<file path="config.mk">
export PLATFORM = sky130hd
export DESIGN_NAME = power_rail_sequencer_fsm
export DESIGN_NICKNAME = d
export VERILOG_FILES = /design/src/hdl/prs_pkg.sv /design/src/hdl/prs_step.sv /design/src/hdl/power_rail_sequencer_fsm.sv
export SDC_FILE = /design/constraint.sdc
export NUM_CORES = 1
export LEC_CHECK = 0
export ABC_AREA = 1
export BUFFER_PORTS_ARGS = -buffer_cell sky130_fd_sc_hd__buf_2
export CAP_MARGIN = 40
export CORE_MARGIN = 2
export CORE_UTILIZATION = 35
export CTS_BUF_LIST = sky130_fd_sc_hd__clkbuf_8
export CTS_CLUSTER_DIAMETER = 120
export CTS_CLUSTER_SIZE = 25
export DETAILED_ROUTE_END_ITERATION = 6
export GPL_TIMING_DRIVEN = 0
export PLACE_DENSITY_LB_ADDON = 0.12
export SLEW_MARGIN = 5
export SYNTH_ARGS = -nofsm -noshare
export SYNTH_HDL_FRONTEND = slang
export SYNTH_SLANG_ARGS = --single-unit
</file>
<file path="constraint.sdc">
create_clock -name clk -period 3.25 [get_ports clk]
set_input_delay 0.8125 -clock clk [delete_from_list [all_inputs] [get_ports clk]]
set_output_delay 0.8125 -clock clk [all_outputs]
set_load 0.005 [all_outputs]
</file>
<file path="src/hdl/prs_pkg.sv">
// Shared types and constants for the power rail sequencer.
// Holds the one-hot mode encoding, LED codes, state and result records.
// No dependencies.
`default_nettype none

package prs_pkg;

    localparam int unsigned DelayW = 8;
    localparam logic [DelayW-1:0] START_DELAY_RESET = 8'd10;
    localparam logic [DelayW-1:0] COUNT_MAX = 8'hFF;

    localparam int unsigned InW  = 13;
    localparam int unsigned InTdataW  = 16;
    localparam int unsigned OutW = 19;
    localparam int unsigned OutTdataW = 24;

    // status byte bit positions
    localparam int unsigned ST_BOARD_OK    = 7;
    localparam int unsigned ST_BOARD_FAULT = 6;
    localparam int unsigned ST_MOTOR_OK    = 5;
    localparam int unsigned ST_MOTOR_FAULT = 4;
    localparam int unsigned ST_HSM_GOOD    = 2;
    localparam int unsigned ST_HSM_FAULT   = 1;
    localparam int unsigned ST_ACK         = 0;

    localparam logic [1:0] LED_OFF   = 2'd0;
    localparam logic [1:0] LED_RED   = 2'd1;
    localparam logic [1:0] LED_GREEN = 2'd2;

    typedef enum logic [8:0] {
        MODE_START       = 9'b000000001,
        MODE_READY       = 9'b000000010,
        MODE_ON_BOARD    = 9'b000000100,
        MODE_ON_ALL      = 9'b000001000,
        MODE_OFF_ALL     = 9'b000010000,
        MODE_FAULT       = 9'b000100000,
        MODE_FAULT_BOARD = 9'b001000000,
        MODE_FAULT_MOTOR = 9'b010000000,
        MODE_FAULT_BOTH  = 9'b100000000
    } mode_t;

    localparam logic [3:0] CODE_START       = 4'd0;
    localparam logic [3:0] CODE_READY       = 4'd1;
    localparam logic [3:0] CODE_ON_BOARD    = 4'd2;
    localparam logic [3:0] CODE_ON_ALL      = 4'd3;
    localparam logic [3:0] CODE_OFF_ALL     = 4'd4;
    localparam logic [3:0] CODE_FAULT       = 4'd5;
    localparam logic [3:0] CODE_FAULT_BOARD = 4'd6;
    localparam logic [3:0] CODE_FAULT_MOTOR = 4'd7;
    localparam logic [3:0] CODE_FAULT_BOTH  = 4'd8;

    typedef struct packed {
        mode_t             mode;
        logic [DelayW-1:0] start_count;
        logic              board_en;
        logic              motor_en;
        logic              hsm_en;
        logic              pend_one;
        logic              pend_two;
        logic              rflag_one;
        logic              rflag_two;
        logic [1:0]        colour_one;
        logic [1:0]        colour_two;
    } prs_state_t;

    typedef struct packed {
        logic [7:0] control_byte;
        logic [1:0] led_two;
        logic [1:0] led_one;
        logic       hsm_on;
        logic       motor_rail_on;
        logic       board_rail_on;
        logic [3:0] mode_code;
    } prs_result_t;

    function automatic logic [3:0] mode_to_code(input mode_t m);
        logic [3:0] c;
        unique case (m)
            MODE_START:       c = CODE_START;
            MODE_READY:       c = CODE_READY;
            MODE_ON_BOARD:    c = CODE_ON_BOARD;
            MODE_ON_ALL:      c = CODE_ON_ALL;
            MODE_OFF_ALL:     c = CODE_OFF_ALL;
            MODE_FAULT:       c = CODE_FAULT;
            MODE_FAULT_BOARD: c = CODE_FAULT_BOARD;
            MODE_FAULT_MOTOR: c = CODE_FAULT_MOTOR;
            MODE_FAULT_BOTH:  c = CODE_FAULT_BOTH;
            default:          c = CODE_START;
        endcase
        return c;
    endfunction

endpackage

`default_nettype wire

</file>
<file path="src/hdl/prs_step.sv">
// Next-state and result logic for one tick of the rail sequencer.
// Purely combinational; uses prs_pkg for state, mode and LED encodings.
`default_nettype none

module prs_step
    import prs_pkg::*;
(
    input  prs_state_t        state_cur,
    input  logic [7:0]        status_byte,
    input  logic              press_one,
    input  logic              press_two,
    input  logic              restart_one,
    input  logic              restart_two,
    input  logic              blink_phase,
    input  logic [DelayW-1:0] start_delay,
    output prs_state_t        state_nxt,
    output prs_result_t       result
);

    logic       board_ok;
    logic       board_f;
    logic       motor_ok;
    logic       motor_f;
    logic       hsm_pg;
    logic       hsm_f;
    logic       ack;
    logic [1:0] blink_green;
    logic [1:0] blink_red;
    prs_state_t sel;
    prs_state_t upd;
    logic [DelayW-1:0] count_inc;

    assign board_ok    = status_byte[ST_BOARD_OK];
    assign board_f     = status_byte[ST_BOARD_FAULT];
    assign motor_ok    = status_byte[ST_MOTOR_OK];
    assign motor_f     = status_byte[ST_MOTOR_FAULT];
    assign hsm_pg      = status_byte[ST_HSM_GOOD];
    assign hsm_f       = status_byte[ST_HSM_FAULT];
    assign ack         = status_byte[ST_ACK];
    assign blink_green = blink_phase ? LED_GREEN : LED_OFF;
    assign blink_red   = blink_phase ? LED_RED : LED_OFF;

    // latch requests, then pick the mode by fault priority
    always_comb
    begin
        sel = state_cur;
        sel.pend_one  = state_cur.pend_one | press_one;
        sel.pend_two  = state_cur.pend_two | press_two;
        sel.rflag_one = state_cur.rflag_one | restart_one;
        sel.rflag_two = state_cur.rflag_two | restart_two;
        priority if (!board_f && !motor_f && !hsm_f)
        begin
            if (sel.pend_one)
            begin
                sel.pend_one = 1'b0;
                sel.mode = state_cur.board_en ? MODE_OFF_ALL : MODE_ON_BOARD;
            end
            if (sel.pend_two)
            begin
                sel.pend_two = 1'b0;
                if (state_cur.motor_en)
                    sel.mode = MODE_ON_BOARD;
                else if (state_cur.board_en)
                    sel.mode = MODE_ON_ALL;
            end
        end
        else if (!board_f)
        begin
            if (sel.pend_one)
            begin
                sel.pend_one = 1'b0;
                sel.mode = state_cur.board_en ? MODE_OFF_ALL : MODE_ON_BOARD;
            end
            else if (!sel.rflag_two)
                sel.mode = MODE_FAULT_MOTOR;
            else
                sel.mode = state_cur.board_en ? MODE_ON_ALL : MODE_OFF_ALL;
        end
        else
        begin
            if (!sel.rflag_one)
                sel.mode = (motor_f || hsm_f) ? MODE_FAULT_BOTH : MODE_FAULT_BOARD;
            else
                sel.mode = MODE_ON_BOARD;
        end
    end

    // saturating count while in start
    assign count_inc = (sel.start_count != COUNT_MAX) ? sel.start_count + 1'b1
                                                      : sel.start_count;

    // advance the start count, drive rails and LEDs from the selected mode
    always_comb
    begin
        upd = sel;
        unique case (sel.mode)
            MODE_START:
            begin
                upd.start_count = count_inc;
                if (count_inc >= start_delay)
                    upd.mode = MODE_READY;
            end
            MODE_READY:
                upd.start_count = '0;
            MODE_OFF_ALL:
            begin
                upd.board_en   = 1'b0;
                upd.motor_en   = 1'b0;
                upd.hsm_en     = 1'b0;
                upd.colour_one = LED_RED;
                upd.colour_two = LED_RED;
            end
            MODE_ON_BOARD:
            begin
                upd.board_en   = 1'b1;
                upd.motor_en   = 1'b0;
                upd.hsm_en     = 1'b0;
                upd.colour_one = board_ok ? LED_GREEN : blink_green;
                upd.colour_two = LED_RED;
            end
            MODE_ON_ALL:
            begin
                upd.board_en   = 1'b1;
                upd.motor_en   = 1'b1;
                upd.hsm_en     = 1'b1;
                upd.colour_one = board_ok ? LED_GREEN : blink_green;
                upd.colour_two = (motor_ok && hsm_pg) ? LED_GREEN : blink_green;
            end
            MODE_FAULT_BOARD:
            begin
                upd.board_en   = 1'b0;
                upd.motor_en   = 1'b0;
                upd.hsm_en     = 1'b0;
                upd.colour_one = blink_red;
                upd.colour_two = LED_RED;
            end
            MODE_FAULT_MOTOR:
            begin
                upd.motor_en   = 1'b0;
                upd.hsm_en     = 1'b0;
                upd.colour_one = LED_GREEN;
                upd.colour_two = blink_red;
            end
            MODE_FAULT_BOTH:
            begin
                upd.board_en   = 1'b0;
                upd.motor_en   = 1'b0;
                upd.hsm_en     = 1'b0;
                upd.colour_one = blink_red;
                upd.colour_two = blink_red;
            end
            MODE_FAULT:
            begin
                upd.colour_one = LED_GREEN;
                upd.colour_two = blink_green;
            end
            default: ;
        endcase
    end

    always_comb
    begin
        result.mode_code     = mode_to_code(upd.mode);
        result.board_rail_on = upd.board_en;
        result.motor_rail_on = upd.motor_en;
        result.hsm_on        = upd.hsm_en;
        result.led_one       = upd.colour_one;
        result.led_two       = upd.colour_two;
        // restart bit is taken before the acknowledge clears the flags
        result.control_byte  = {upd.board_en, 1'b0, upd.motor_en, 1'b0,
                                upd.hsm_en, 2'b00, upd.rflag_one | upd.rflag_two};
        state_nxt = upd;
        if (ack)
        begin
            state_nxt.rflag_one = 1'b0;
            state_nxt.rflag_two = 1'b0;
        end
    end

endmodule

`default_nettype wire

</file>
<file path="src/hdl/power_rail_sequencer_fsm.sv">
// Top level of the power rail sequencer: stream ports, state and output registers.
// Depends on prs_pkg and prs_step.
`default_nettype none

// Sequences the board converter, motor converter and high side switch from one
// status tick per input word and returns one result word per tick. Each tick
// is processed in the cycle it is accepted: the sequencer state and the output
// register update at that edge, so one word per clock is sustained while
// m_tready is high; the result appears on the master side in the next cycle.
// A new word is taken whenever the output register is empty or is being
// drained in the same cycle. start_delay resets to 10; the user must write it
// through cfg_wr_en/cfg_wr_data only while idle, which the block does not enforce.

module power_rail_sequencer_fsm
    import prs_pkg::*;
(
    input  logic                 clk,
    input  logic                 rst_n,
    input  logic                 cfg_wr_en,
    input  logic [DelayW-1:0]    cfg_wr_data,  // start_delay
    input  logic                 s_tvalid,
    output logic                 s_tready,
    // [7:0] status_byte, [8] press_one, [9] press_two, [10] restart_one,
    // [11] restart_two, [12] blink_phase, [15:13] zero
    input  logic [InTdataW-1:0]  s_tdata,
    output logic                 m_tvalid,
    input  logic                 m_tready,
    // [3:0] mode_code, [4] board_rail_on, [5] motor_rail_on, [6] hsm_on,
    // [8:7] led_one, [10:9] led_two, [18:11] control_byte, [23:19] zero
    output logic [OutTdataW-1:0] m_tdata
);

    prs_state_t        state_reg;
    prs_state_t        state_next;
    prs_result_t       result_next;
    logic [OutW-1:0]   out_data_reg;
    logic              out_valid_reg;
    logic [DelayW-1:0] start_delay_reg;
    logic              in_accept;

    assign s_tready  = !out_valid_reg || m_tready;
    assign in_accept = s_tvalid && s_tready;
    assign m_tvalid  = out_valid_reg;
    assign m_tdata   = {{(OutTdataW-OutW){1'b0}}, out_data_reg};

    prs_step u_step (
        .state_cur   (state_reg),
        .status_byte (s_tdata[7:0]),
        .press_one   (s_tdata[8]),
        .press_two   (s_tdata[9]),
        .restart_one (s_tdata[10]),
        .restart_two (s_tdata[11]),
        .blink_phase (s_tdata[12]),
        .start_delay (start_delay_reg),
        .state_nxt   (state_next),
        .result      (result_next)
    );

    always_ff @(posedge clk or negedge rst_n)
    begin
        if (!rst_n)
            start_delay_reg <= START_DELAY_RESET;
        else if (cfg_wr_en)
            start_delay_reg <= cfg_wr_data;
    end

    always_ff @(posedge clk or negedge rst_n)
    begin
        if (!rst_n)
        begin
            state_reg.mode        <= MODE_START;
            state_reg.start_count <= '0;
            state_reg.board_en    <= 1'b0;
            state_reg.motor_en    <= 1'b0;
            state_reg.hsm_en      <= 1'b0;
            state_reg.pend_one    <= 1'b0;
            state_reg.pend_two    <= 1'b0;
            state_reg.rflag_one   <= 1'b0;
            state_reg.rflag_two   <= 1'b0;
            state_reg.colour_one  <= LED_RED;
            state_reg.colour_two  <= LED_RED;
        end
        else if (in_accept)
            state_reg <= state_next;
    end

    always_ff @(posedge clk or negedge rst_n)
    begin
        if (!rst_n)
            out_valid_reg <= 1'b0;
        else if (in_accept)
            out_valid_reg <= 1'b1;
        else if (m_tready)
            out_valid_reg <= 1'b0;
    end

    // payload: load on accept, hold otherwise
    always_ff @(posedge clk)
    begin
        if (in_accept)
            out_data_reg <= result_next;
    end

    // motor converter and high side switch always switch together
    a_motor_hsm_pair: assert property (@(posedge clk) disable iff (!rst_n)
        state_reg.motor_en == state_reg.hsm_en)
        else $error("motor and hsm enables diverged");

    // motor rail never runs without the board rail
    a_motor_needs_board: assert property (@(posedge clk) disable iff (!rst_n)
        state_reg.motor_en |-> state_reg.board_en)
        else $error("motor rail on with board rail off");

    // an acknowledged tick leaves no restart flag behind
    a_ack_clears: assert property (@(posedge clk) disable iff (!rst_n)
        (in_accept && s_tdata[ST_ACK]) |=> (!state_reg.rflag_one && !state_reg.rflag_two))
        else $error("restart flags survived acknowledge");

endmodule

`default_nettype wire
</file>
==> results.toml <==
[synth]
synth.avg_cell_area_um2 = 7.76
synth_ff_type = "dfrtp_1"
syn_area_um2 = 3020
yosys_warnings = 0
async_reset_ff_share_pct = 75.5
synth_edf_count = 12
synth_seq_cells = 49
yosysTopAreaCell = "dfrtp_1"
syn_inst = 389
synth_top_area_share_pct = 26.5
synth_cell_types = 38
ys_seq_area_share_pct = 42.8
synth.area.top_cells = "dfrtp_1 (27%), nand2_1 (12%), edfxtp_1 (12%)"

[floorplan]
die-area_um2 = 9380
initial_core_util_pct = 36.4
io_pins = 55
die_w_um = 96.9
die_h_um = 96.9
num_rows = 33
fp.coreArea_um2 = 8300

[clocking]
insertion_delay_ns = 0.30
clock_tree.htree_level_count = 2
cts_sinks = 49
cts_setup_buffers = 0
cts_made_buffers = 5
cts_tree = "done"
root_buffer = "clkbuf_8"
cts.path.max_buffers = 2
path_clk_slew_ns = 0.10

[setup_path]
ff2ff_setup_slack_ns = 0.37
cp_max_fo = 4
cp-start-kind = "flop"
cp.arrival_ns = 3.07
endpoint_kind = "flop"
worstSetupPathType = "flop to flop"
r2r-start = "state_reg[11]"
crit_required_ns = 3.44
reg2reg_to = "state_reg[20]"
rr_worst_depth = 17

[global_route]
antenna_found_initial = 0
grt.total_usage_pct = 14.7
grt-ovfl-total = 0
grt_pass1_wl_um = 11400
grt_max_degree = 28
grt_pass1_vias = 2422

[timing]
fin_skew_ns = 0.00759
whs_ns = 0.380
grt_setup_unrepaired = "false"
hold_viol = 0
tns_ns = 0
drv_slew = 0
fin_crit_ns = 2.88
fmax_mhz = 348
period_share_pct = 88.5
setup_viol = 0

[route]
drc = 0
first_pass_iters = 4
routed_wl_um = 6400
antenna_left = 0
vias = 2502
routedWlPerCell_um = 11.6
avgViaCountPerCell = 4.53
drtIter0Drc = 98

[finish]
final_net_count = 484
antennaDiodeCount = 0
multi_input_area_um2 = 1460
final_common_cell = "nand2_1"
n_fill_cell = 895
drive_gt1_share_pct = 23.0
final_cell_mix = "nand2_1 (100), inv_1 (45), nor2_1 (45)"
fin_util_pct = 42.4
largest_reg_flops = 28
area_growth_pct = 16.5
seqCellArea_um2 = 1290

[run_status]
outcome = "complete, no violations"

[placement]
hpwl_um = 5010
place.gp.congestion = 0.837
io_buffers = 41

[power_and_ir_drop]
power_leakage_nw = 1.78
p_comb_share_pct = 26.6
clock_power_share_pct = 26.4
p_int_mw = 1.12
power_frac_seq_pct = 47.0
power_density_nw_per_um2 = 471
netSwitchingFraction_pct = 32.3
vdd_drop_max_v = 0.000254
p_sw_mw = 0.534

[job]
drv_cap = 0

[min_path]
min_path_type = "input pin to async pin"
==> kinds of logic (layout without fill, tap and decap cells) <==
family / after synthesis / in the layout / synth area share, %
buffers and inverters: 64 / 114 / 9.74
flip-flops: 49 / 49 / 42.8
multiplexers: 1 / 1 / 0.373
XOR/XNOR: 5 / 5 / 1.45
other: 1 / 9 / 0.124
AO/OA/AOI/OAI: 49 / 49 / 9.58
adder cells (fa/ha/maj): 9 / 9 / 3.73
AND/OR/NAND/NOR: 211 / 211 / 32.2
==> cell usage after synthesis (4+ instances only) <==
master,instances
a21oi_1,10
buf_4,12
dfrtp_1,32
dfstp_2,5
edfxtp_1,12
ha_1,9
inv_1,44
nand2_1,100
nand2_2,12
nand3_1,34
nor2_1,45
o21ai_0,25
o21ai_2,8
xor2_1,4
==> cell type report <==
class	count	share of cell area, %
multi-input combinational	284	41.6
sequential	49	36.8
timing repair buffer	42	6.41
inverter	47	5.02
tap	105	3.74
buffer	17	3.35
clock buffer	5	1.96
clock inverter	3	1.21
==> metal layers <==
layer | GRT usage (%) | routed length (um) | up-vias
met5 | 0 | 0 | -
met4 | 3.25 | 30 | 0
met3 | 2.75 | 253 | 2
met2 | 22.6 | 2730 | 45
met1 | 21.5 | 3390 | 1109
li1 | - | - | 1346
==> per-stage QoR <==
step / power (mW) / instances / instance area [um2] / setup slack [ns]
3_5_place_dp: 1.23 / 544 / 3400 / 0.377
3_3_place_gp: 1.23 / 543 / 3380 / 0.332
2_1_floorplan: 1.09 / 397 / 3050 / 0.761
4_1_cts: 1.68 / 552 / 3520 / 0.334
5_1_grt: 1.78 / 552 / 3520 / 0.00767
6_report: 1.66 / 552 / 3520 / 0.372
==> power groups by stage <==
stage	Sequential (mW)	Combinational, mW	Clock (mW)
detailed placement	0.790	0.444	0
finish	0.778	0.440	0.438
global route	0.791	0.510	0.483
floorplan	0.782	0.310	0
CTS	0.777	0.446	0.461
global placement	0.787	0.438	0
==> what timing repair did <==
action,4_1_cts,5_1_grt
endpoints found under the setup margin,0,2
gates resized for setup,0,1
hold buffers,0,0
==> worst max-delay path, stage by stage, from the launching register on <==
cell     delay [ns]
dfrtp_1        0.39
ha_1           0.19
nand2_1        0.08
nor3_1         0.23
nand2_1        0.10
nor2_1         0.24
nor2_1         0.12
nand3_1        0.10
xor2_1         0.23
ha_1           0.29
a21oi_1        0.14
o21ai_0        0.09
a21oi_1        0.12
o41ai_1        0.10
nand3_1        0.12
nand2_1        0.08
o22ai_1        0.12
inv_1          0.05
==> worst max path at each step <==
stage | slack [ns] | startpoint | endpoint | depth (start not counted)
detailed placement | 0.38 | state_reg[11] | state_reg[20] | 16
global route | 0.008 | state_reg[11] | state_reg[20] | 17
CTS | 0.33 | state_reg[11] | state_reg[20] | 16
floorplan | 0.76 | state_reg[11] | out_data_reg[0] | 15
finish | 0.37 | state_reg[11] | state_reg[20] | 17
global placement | 0.33 | state_reg[11] | state_reg[20] | 16
No activity file was read; power rests on OpenSTA's default activity.
